### config.mk
export PLATFORM = sky130hd
export DESIGN_NAME = vnc_ctrl
export DESIGN_NICKNAME = d
export VERILOG_FILES = /design/src/rtl/vnc_pkg.sv /design/src/rtl/vnc_ctrl.sv
export VERILOG_INCLUDE_DIRS = /design/src /design/src/rtl
export SDC_FILE = /design/constraint.sdc
export NUM_CORES = 1
export LEC_CHECK = 0
export BUFFER_PORTS_ARGS = -buffer_cell sky130_fd_sc_hd__buf_2
export CAP_MARGIN = 25
export CORE_AREA = 5 5 42 44
export CTS_BUF_LIST = sky130_fd_sc_hd__clkbuf_4 sky130_fd_sc_hd__clkbuf_8
export DETAILED_ROUTE_END_ITERATION = 8
export DIE_AREA = 0 0 47 49
export GPL_TIMING_DRIVEN = 0
export REMOVE_ABC_BUFFERS = 1
export SYNTH_ARGS = -nofsm -noshare
export SYNTH_HDL_FRONTEND = slang
export SYNTH_SLANG_ARGS = --single-unit
### constraint.sdc
create_clock -name clock -period 2.4 [get_ports clock]
set_clock_uncertainty 0.2 [all_clocks]
set_input_delay 0.12 -clock clock [delete_from_list [all_inputs] [get_ports clock]]
set_output_delay 0.12 -clock clock [all_outputs]
set_load 0.01 [all_outputs]
### src/rtl/voxel_neighbourhood_classifier_defines.svh
// Assertion macros used by the voxel classifier controller.
`ifndef VOXEL_NEIGHBOURHOOD_CLASSIFIER_DEFINES_SVH
`define VOXEL_NEIGHBOURHOOD_CLASSIFIER_DEFINES_SVH

// Same-cycle implication, checked outside reset.
`define VNC_ASSERT_NOW(name, clk, rst, pre, post) \
   name: assert property (@(posedge clk) disable iff (rst) (pre) |-> (post)) \
      else $error("vnc assertion failed: same-cycle check");

// Next-cycle implication, checked outside reset.
`define VNC_ASSERT_NEXT(name, clk, rst, pre, post) \
   name: assert property (@(posedge clk) disable iff (rst) (pre) |=> (post)) \
      else $error("vnc assertion failed: next-cycle check");

`endif

### src/rtl/vnc_pkg.sv
package vnc_pkg;

   // Input command codes
   localparam logic CMD_WRITE = 1'b0;
   localparam logic CMD_QUERY = 1'b1;

   // Node classes
   localparam logic [2:0] CLASS_INTERIOR_SOLID = 3'd0;
   localparam logic [2:0] CLASS_BOUNDARY_SOLID = 3'd1;
   localparam logic [2:0] CLASS_NEAR_WALL      = 3'd2;
   localparam logic [2:0] CLASS_BULK_FLUID     = 3'd3;
   localparam logic [2:0] CLASS_ENCLOSED_FLUID = 3'd4;

   // Configuration register indexes
   typedef enum logic [1:0] {
      REG_SIZE_X = 2'd0,
      REG_SIZE_Y = 2'd1,
      REG_SIZE_Z = 2'd2
   } csr_idx_type;

   localparam logic [6:0] SIZE_RESET = 7'd64;

   // Step codes along x and y
   localparam logic [1:0] STEP_ZERO = 2'b00;
   localparam logic [1:0] STEP_POS  = 2'b01;
   localparam logic [1:0] STEP_NEG  = 2'b11;

   // One row read per (dx, dy) column; z neighbours come out of the row word
   localparam int TAP_COUNT = 9;

   typedef struct packed {
      logic [1:0] dx;
      logic [1:0] dy;
      logic       use_zm;   // count the z-1 bit of the row
      logic       use_z0;   // count the z bit of the row
      logic       use_zp;   // count the z+1 bit of the row
      logic       centre;   // row holds the queried voxel itself
   } tap_type;

   typedef struct packed {
      logic       cmd;
      logic [5:0] pos_x;
      logic [5:0] pos_y;
      logic [5:0] pos_z;
      logic       solid_in;
   } req_payload_type;

   typedef struct packed {
      logic [2:0] node_class;
      logic       bad_coord;
   } rsp_payload_type;

   // Controller to datapath
   typedef struct packed {
      logic load_item;
      logic issue_read;
      logic write_voxel;
      logic clear_row;
   } dp_cmd_type;

   // Datapath to controller
   typedef struct packed {
      logic is_query;
      logic coord_ok;
      logic tap_last;
      logic clear_last;
   } dp_status_type;

   // Row reads of the 18 D3Q19 neighbours plus the centre
   function automatic tap_type tap_entry(input logic [3:0] idx);
      tap_type t;
      case (idx)
         4'd0:    t = '{STEP_ZERO, STEP_ZERO, 1'b1, 1'b0, 1'b1, 1'b1};
         4'd1:    t = '{STEP_POS,  STEP_ZERO, 1'b1, 1'b1, 1'b1, 1'b0};
         4'd2:    t = '{STEP_NEG,  STEP_ZERO, 1'b1, 1'b1, 1'b1, 1'b0};
         4'd3:    t = '{STEP_ZERO, STEP_POS,  1'b1, 1'b1, 1'b1, 1'b0};
         4'd4:    t = '{STEP_ZERO, STEP_NEG,  1'b1, 1'b1, 1'b1, 1'b0};
         4'd5:    t = '{STEP_POS,  STEP_POS,  1'b0, 1'b1, 1'b0, 1'b0};
         4'd6:    t = '{STEP_NEG,  STEP_NEG,  1'b0, 1'b1, 1'b0, 1'b0};
         4'd7:    t = '{STEP_POS,  STEP_NEG,  1'b0, 1'b1, 1'b0, 1'b0};
         4'd8:    t = '{STEP_NEG,  STEP_POS,  1'b0, 1'b1, 1'b0, 1'b0};
         default: t = '{STEP_ZERO, STEP_ZERO, 1'b0, 1'b0, 1'b0, 1'b0};
      endcase
      return t;
   endfunction

endpackage

### src/rtl/vnc_ctrl.sv
`include "voxel_neighbourhood_classifier_defines.svh"

module vnc_ctrl (
   input  logic                   clock,
   input  logic                   reset,
   input  logic                   req_valid,
   output logic                   req_ready,
   input  logic                   out_free,
   input  vnc_pkg::dp_status_type status,
   output vnc_pkg::dp_cmd_type    cmd,
   output logic                   load_result
);

   typedef enum logic [5:0] {
      S_IDLE     = 6'b000001,
      S_DISPATCH = 6'b000010,
      S_READ     = 6'b000100,
      S_DRAIN    = 6'b001000,
      S_FINISH   = 6'b010000,
      S_CLEAR    = 6'b100000
   } state_type;

   state_type state_ff, state_in;

   // Next state
   always_comb begin
      state_in = state_ff;
      unique case (state_ff)
         S_CLEAR: begin
            if (status.clear_last) state_in = S_IDLE;
         end
         S_IDLE: begin
            if (req_valid) state_in = S_DISPATCH;
         end
         S_DISPATCH: begin
            if (!status.is_query) state_in = S_IDLE;
            else if (!status.coord_ok) state_in = S_FINISH;
            else state_in = S_READ;
         end
         S_READ: begin
            if (status.tap_last) state_in = S_DRAIN;
         end
         S_DRAIN: begin
            state_in = S_FINISH;
         end
         S_FINISH: begin
            if (out_free) state_in = S_IDLE;
         end
         default: begin
            state_in = S_CLEAR;
         end
      endcase
   end

   always_ff @(posedge clock) begin
      if (reset) begin
         state_ff <= S_CLEAR;
      end else begin
         state_ff <= state_in;
      end
   end

   // Commands to the datapath
   assign req_ready       = (state_ff == S_IDLE);
   assign cmd.load_item   = req_ready && req_valid;
   assign cmd.issue_read  = (state_ff == S_READ);
   assign cmd.write_voxel = (state_ff == S_DISPATCH) && !status.is_query && status.coord_ok;
   assign cmd.clear_row   = (state_ff == S_CLEAR);
   assign load_result     = (state_ff == S_FINISH) && out_free;

   `VNC_ASSERT_NOW(a_clear_quiet, clock, reset, state_ff == S_CLEAR, !cmd.issue_read && !cmd.write_voxel && !req_ready)
   `VNC_ASSERT_NEXT(a_read_to_drain, clock, reset, cmd.issue_read && status.tap_last, state_ff == S_DRAIN)
   `VNC_ASSERT_NEXT(a_result_once, clock, reset, load_result, !load_result)

endmodule

# After elaboration in Yosys (flattened, before gate mapping)

Cells that the tools add are included.

Equal/unequal tests: 10
Multiplexer cells: 7
Reduce and logical (&&, ||, !) cells: 6

Operator list:

| cell                                           | count |
|---|---|
| case mux 6 bit (6 select lines)                | 1 |
| two-way mux 6 bit                              | 4 |
| two-way mux 5 bit                              | 2 |
| != test 2 bit (second input constant)          | 4 |
| == test 6 x 1 -> 1 bit (second input constant) | 1 |
| == test 6 x 2 -> 1 bit (second input constant) | 1 |
| == test 6 x 3 -> 1 bit (second input constant) | 1 |
| == test 6 x 4 -> 1 bit (second input constant) | 1 |
| == test 6 x 5 -> 1 bit (second input constant) | 1 |
| == test 6 bit (second input constant)          | 1 |
| logical AND 1 bit                              | 4 |
| AND reduction 4 bit                            | 1 |
| zero test 1 bit                                | 1 |

Register bits: 6
Output and inout port bits: 6

# Logic depth before layout (Yosys ltp)

Depth in word-level cells: 3
Gate-level depth with buffers: 4
Depth with buffers taken out: 4

# Worst setup path after synthesis

OpenSTA, ideal clock, no wires.

Path kind: reg-to-reg
Start point: reg state_ff[5]
End point: reg state_ff[1]
Library setup time: 0.116 ns
Arrival time: 1.564 ns
Slack: 0.521 ns
Cell stages (with the launch flop): 5
Path buffers: 0
Clock period less this slack: 1.879 ns
Cell sequence: dfxtp_1 -> or4_4 -> or3_4 -> and3_4 -> and3_1

Word-level cells in the longest chain between the ends: 3

Ends and longest elaborated chain:

| what                                                 | line           | source |
|---|---|---|
| start, declared                                      | vnc_ctrl.sv:23 | `state_type state_ff, state_in;` |
| start signal, assigned                               | vnc_ctrl.sv:59 | `state_ff <= state_in;` |
| == test 6 x 3 -> 1 bit, or another cell as far along | vnc_ctrl.sv:28 | `unique case (state_ff)` |
| != test 2 bit (no line)                              | --             |  |
| AND reduction 4 bit (no line)                        | --             |  |

Parallel ways exist; a longest one is shown, timed or not.
A chain may end at the register's enable or synchronous reset.

# Final worst setup path

Start point: reg state_ff[5]
End point: reg state_ff[2]

Same word-level chain as after synthesis.

==> summary.md <==
| Metric | Value |
|---|---|
| Final period util | `0.881` |
| FMAX | `473 MHz` |
| Slowest library cell on the worst path | `or4_4` |
| Gpl congestion | `about 0.78` |
| Max FFs per register | `6` |
| Vias/cell | `between 5 and 6` |
| Status | `completed` |
| Vias in the first global route | `440` |
| Crit path kind | `flop to flop` |
| Startpoint types | `flop` |
| Slew Limit Fails | `0` |
| Pre-Repair DR Iteration Count | `4` |
| RSZ-0062 raised after global routing | `false` |
| Post-cts resize count | `0` |
| Slew headroom | `0.685` |
| Root Driver | `clkbuf_4` |
| Cell Chain, Critical Path | `or4_4 > nor2_1 > nand3_1 > dlygate4sd3_1 > a21oi_1` |
| Initial antenna violation count | `0` |
| Netlist cell types | `26` |
| Ys async rst share | `0` |
| Max Cap Viol | `0` |
| Detailed router's first-iteration violation count | `7` |
| Max incr delay on CP | `0.56 ns` |
| IO buf count | `13` |
| Total number of vias | `452` |
| Top_reg_cell synth | `dfxtp_1` |
| Post-Place Cells | `79` |
| Yosys top cell area share | `0.298` |
| Synth area leader | `dfxtp_1` |
| Final setup fails | `0` |
| Layout cells sized above 1 | `0.296` |
| Critical path fanouts, max | `5` |
| Post-route setup TNS | `0 ns` |
| Core Util, Final | `0.400` |
| Die Width | `47 microns` |
| Die Area | `2300 sq um` |
| Layout area overhead | `39.1%` |
| Top-count cell post-synth | `dfxtp_1` |
| Fin crit period | `2.11 ns` |
| Core area | `1400 sq um` |
| CTS max path bufs | `2` |
| Final Instance Area | `561 sq um` |
| H-tree lvl count | `1` |
| Clk_lat worst skew | `0.24 ns` |
| Worst path arrival time | `2.09 ns` |
| Placed inst area | `roughly 490 sq um` |
| Clock sinks | `6` |
| Global-route wire length before repair | `1720 microns` |
| Crit end category | `flop` |
| # diodes | `0` |
| Finished Layout Cells | `87` |
| Post-detail-place hpwl | `765 microns` |
| CTS Hold Bufs | `5` |
| Syn_area_per_cell | `8.06 sq um` |
| Final hold violations | `0` |
| Starting density of the core | `0.287` |
| CP required | `2.38 ns` |
| Maximum vdd drop | `0.344 mV` |
| Post-Syn Instances | `50` |
| Chip height | `49 microns` |
| Top reg by flops | `state_ff` |
| Pleak | `0.241 nW` |
| Worst Hold Class | `primary input to flop` |
| Final wirelength | `~1000 microns` |
| Post-synth top cells | `6 x dfxtp_1, 5 x nand2_1, 5 x nor2_1` |
| YS warnings | `0` |
| Clock transition at path regs | `about 0.04 ns` |
| # nets final | `81` |
| Wire per inst | `11.5 microns` |
| Io pins | `14` |
| Synth area leaders | `dfxtp_1 30%, and3_1 6.2%, nand2_1 4.7%` |
| Synth Cell Area | `403 sq um` |
| # DRC | `0` |
| Regs by FF count | `state_ff (6)` |
| TritonCTS clock tree | `done` |
| Standard-cell rows | `14` |
| Worst slew pin tran | `approximately 0.47 ns` |
| Pin count of the biggest net entering global routing | `10` |
| Pwr Density | `696 nW/um^2` |
| CTS Buf Count | `3` |
| Routed Antenna Nets | `0` |
| Sequential area share after synthesis | `0.298` |
| Final Total Pwr | `0.390 mW` |
| FF+latch count, synth | `6` |
| Post-synth EDFFs | `0` |
| Setup bufs post-CTS | `0` |
| Total gr overflow | `0` |
| Global Route Usage Sum | `0.103` |
-- critical path: cells and delay by family, from the launching register on --
| family | cells | cell delay [ns] |
|---|---|---|
| AOI/OAI and AO/OA | 1 | 0.11 |
| buffers and inverters | 1 | 0.56 |
| DFF | 1 | 0.33 |
| and+or+nand+nor | 3 | 0.85 |
-- where the power goes --
group | switching [mW] | internal (mW) | total [mW]
sequential | 0.0230 | 0.115 | 0.138
clock | 0.0348 | 0.0564 | 0.0912
combinational | 0.0774 | 0.0841 | 0.162
-- cell families after synthesis --
group / Yosys count / share of synthesized area
AO/OA/AOI/OAI: 11 / 0.205
XOR/XNOR: 1 / 0.0217
buffers and inverters: 3 / 0.0279
AND/OR/NAND/NOR: 29 / 0.447
flip-flops: 6 / 0.298
-- worst paths after layout --
path | startpoint | cells past startpoint | slack (ns) | endpoint
setup / recovery | state_ff[5]$_SDFFE_PP1P_ | 5 | 0.29 | state_ff[2]$_SDFFE_PP0P_
hold / removal | status[0] | 3 | 0.08 | state_ff[5]$_SDFFE_PP1P_
setup reg to reg | state_ff[5]$_SDFFE_PP1P_ | 5 | 0.29 | state_ff[2]$_SDFFE_PP0P_
hold reg to reg | state_ff[3]$_SDFFE_PP0P_ | 2 | 0.41 | state_ff[4]$_SDFFE_PP0P_
-- cell type report --
cell class	count	area, sq um
clock buffer	3	22.5
fill	157	841
inverter	3	11.3
multi-input combinational	41	272
sequential	6	120
tap	16	20.0
timing repair buffer	18	115
-- through the flow --
stage | setup WS [ns] | hold WS (ns)
floorplan | 0.521 | -0.0154
global route | 0.223 | 0.109
CTS | 0.278 | 0.0726
detailed placement | 0.452 | 0.135
global placement | 0.453 | 0.140
finish | 0.285 | 0.0751
-- layout by cell type (no fill, tap or decap), types with 2 or more instances in the layout --
cell type | synthesis | layout
dfxtp_1 | 6 | 6
nand2_1 | 5 | 5
buf_2 | 0 | 13
clkbuf_4 | 0 | 3
inv_1 | 3 | 3
o211ai_1 | 2 | 2
a31oi_1 | 2 | 2
nand2b_1 | 2 | 2
nor2_1 | 5 | 5
o21ai_0 | 2 | 2
nand3b_1 | 2 | 2
dlygate4sd3_1 | 0 | 5
nor3b_1 | 2 | 2
and3_1 | 4 | 4
-- per-layer routing --
layer	share of wire	track usage	up-vias	wire length [microns]
li1	-	-	228	-
met2	0.47	0.145	15	476
met1	0.43	0.119	205	434
met3	0.065	0.0627	4	65
met4	0.027	0.0507	0	27
met5	0	0	-	0
(Power assumes the default switching activity.)
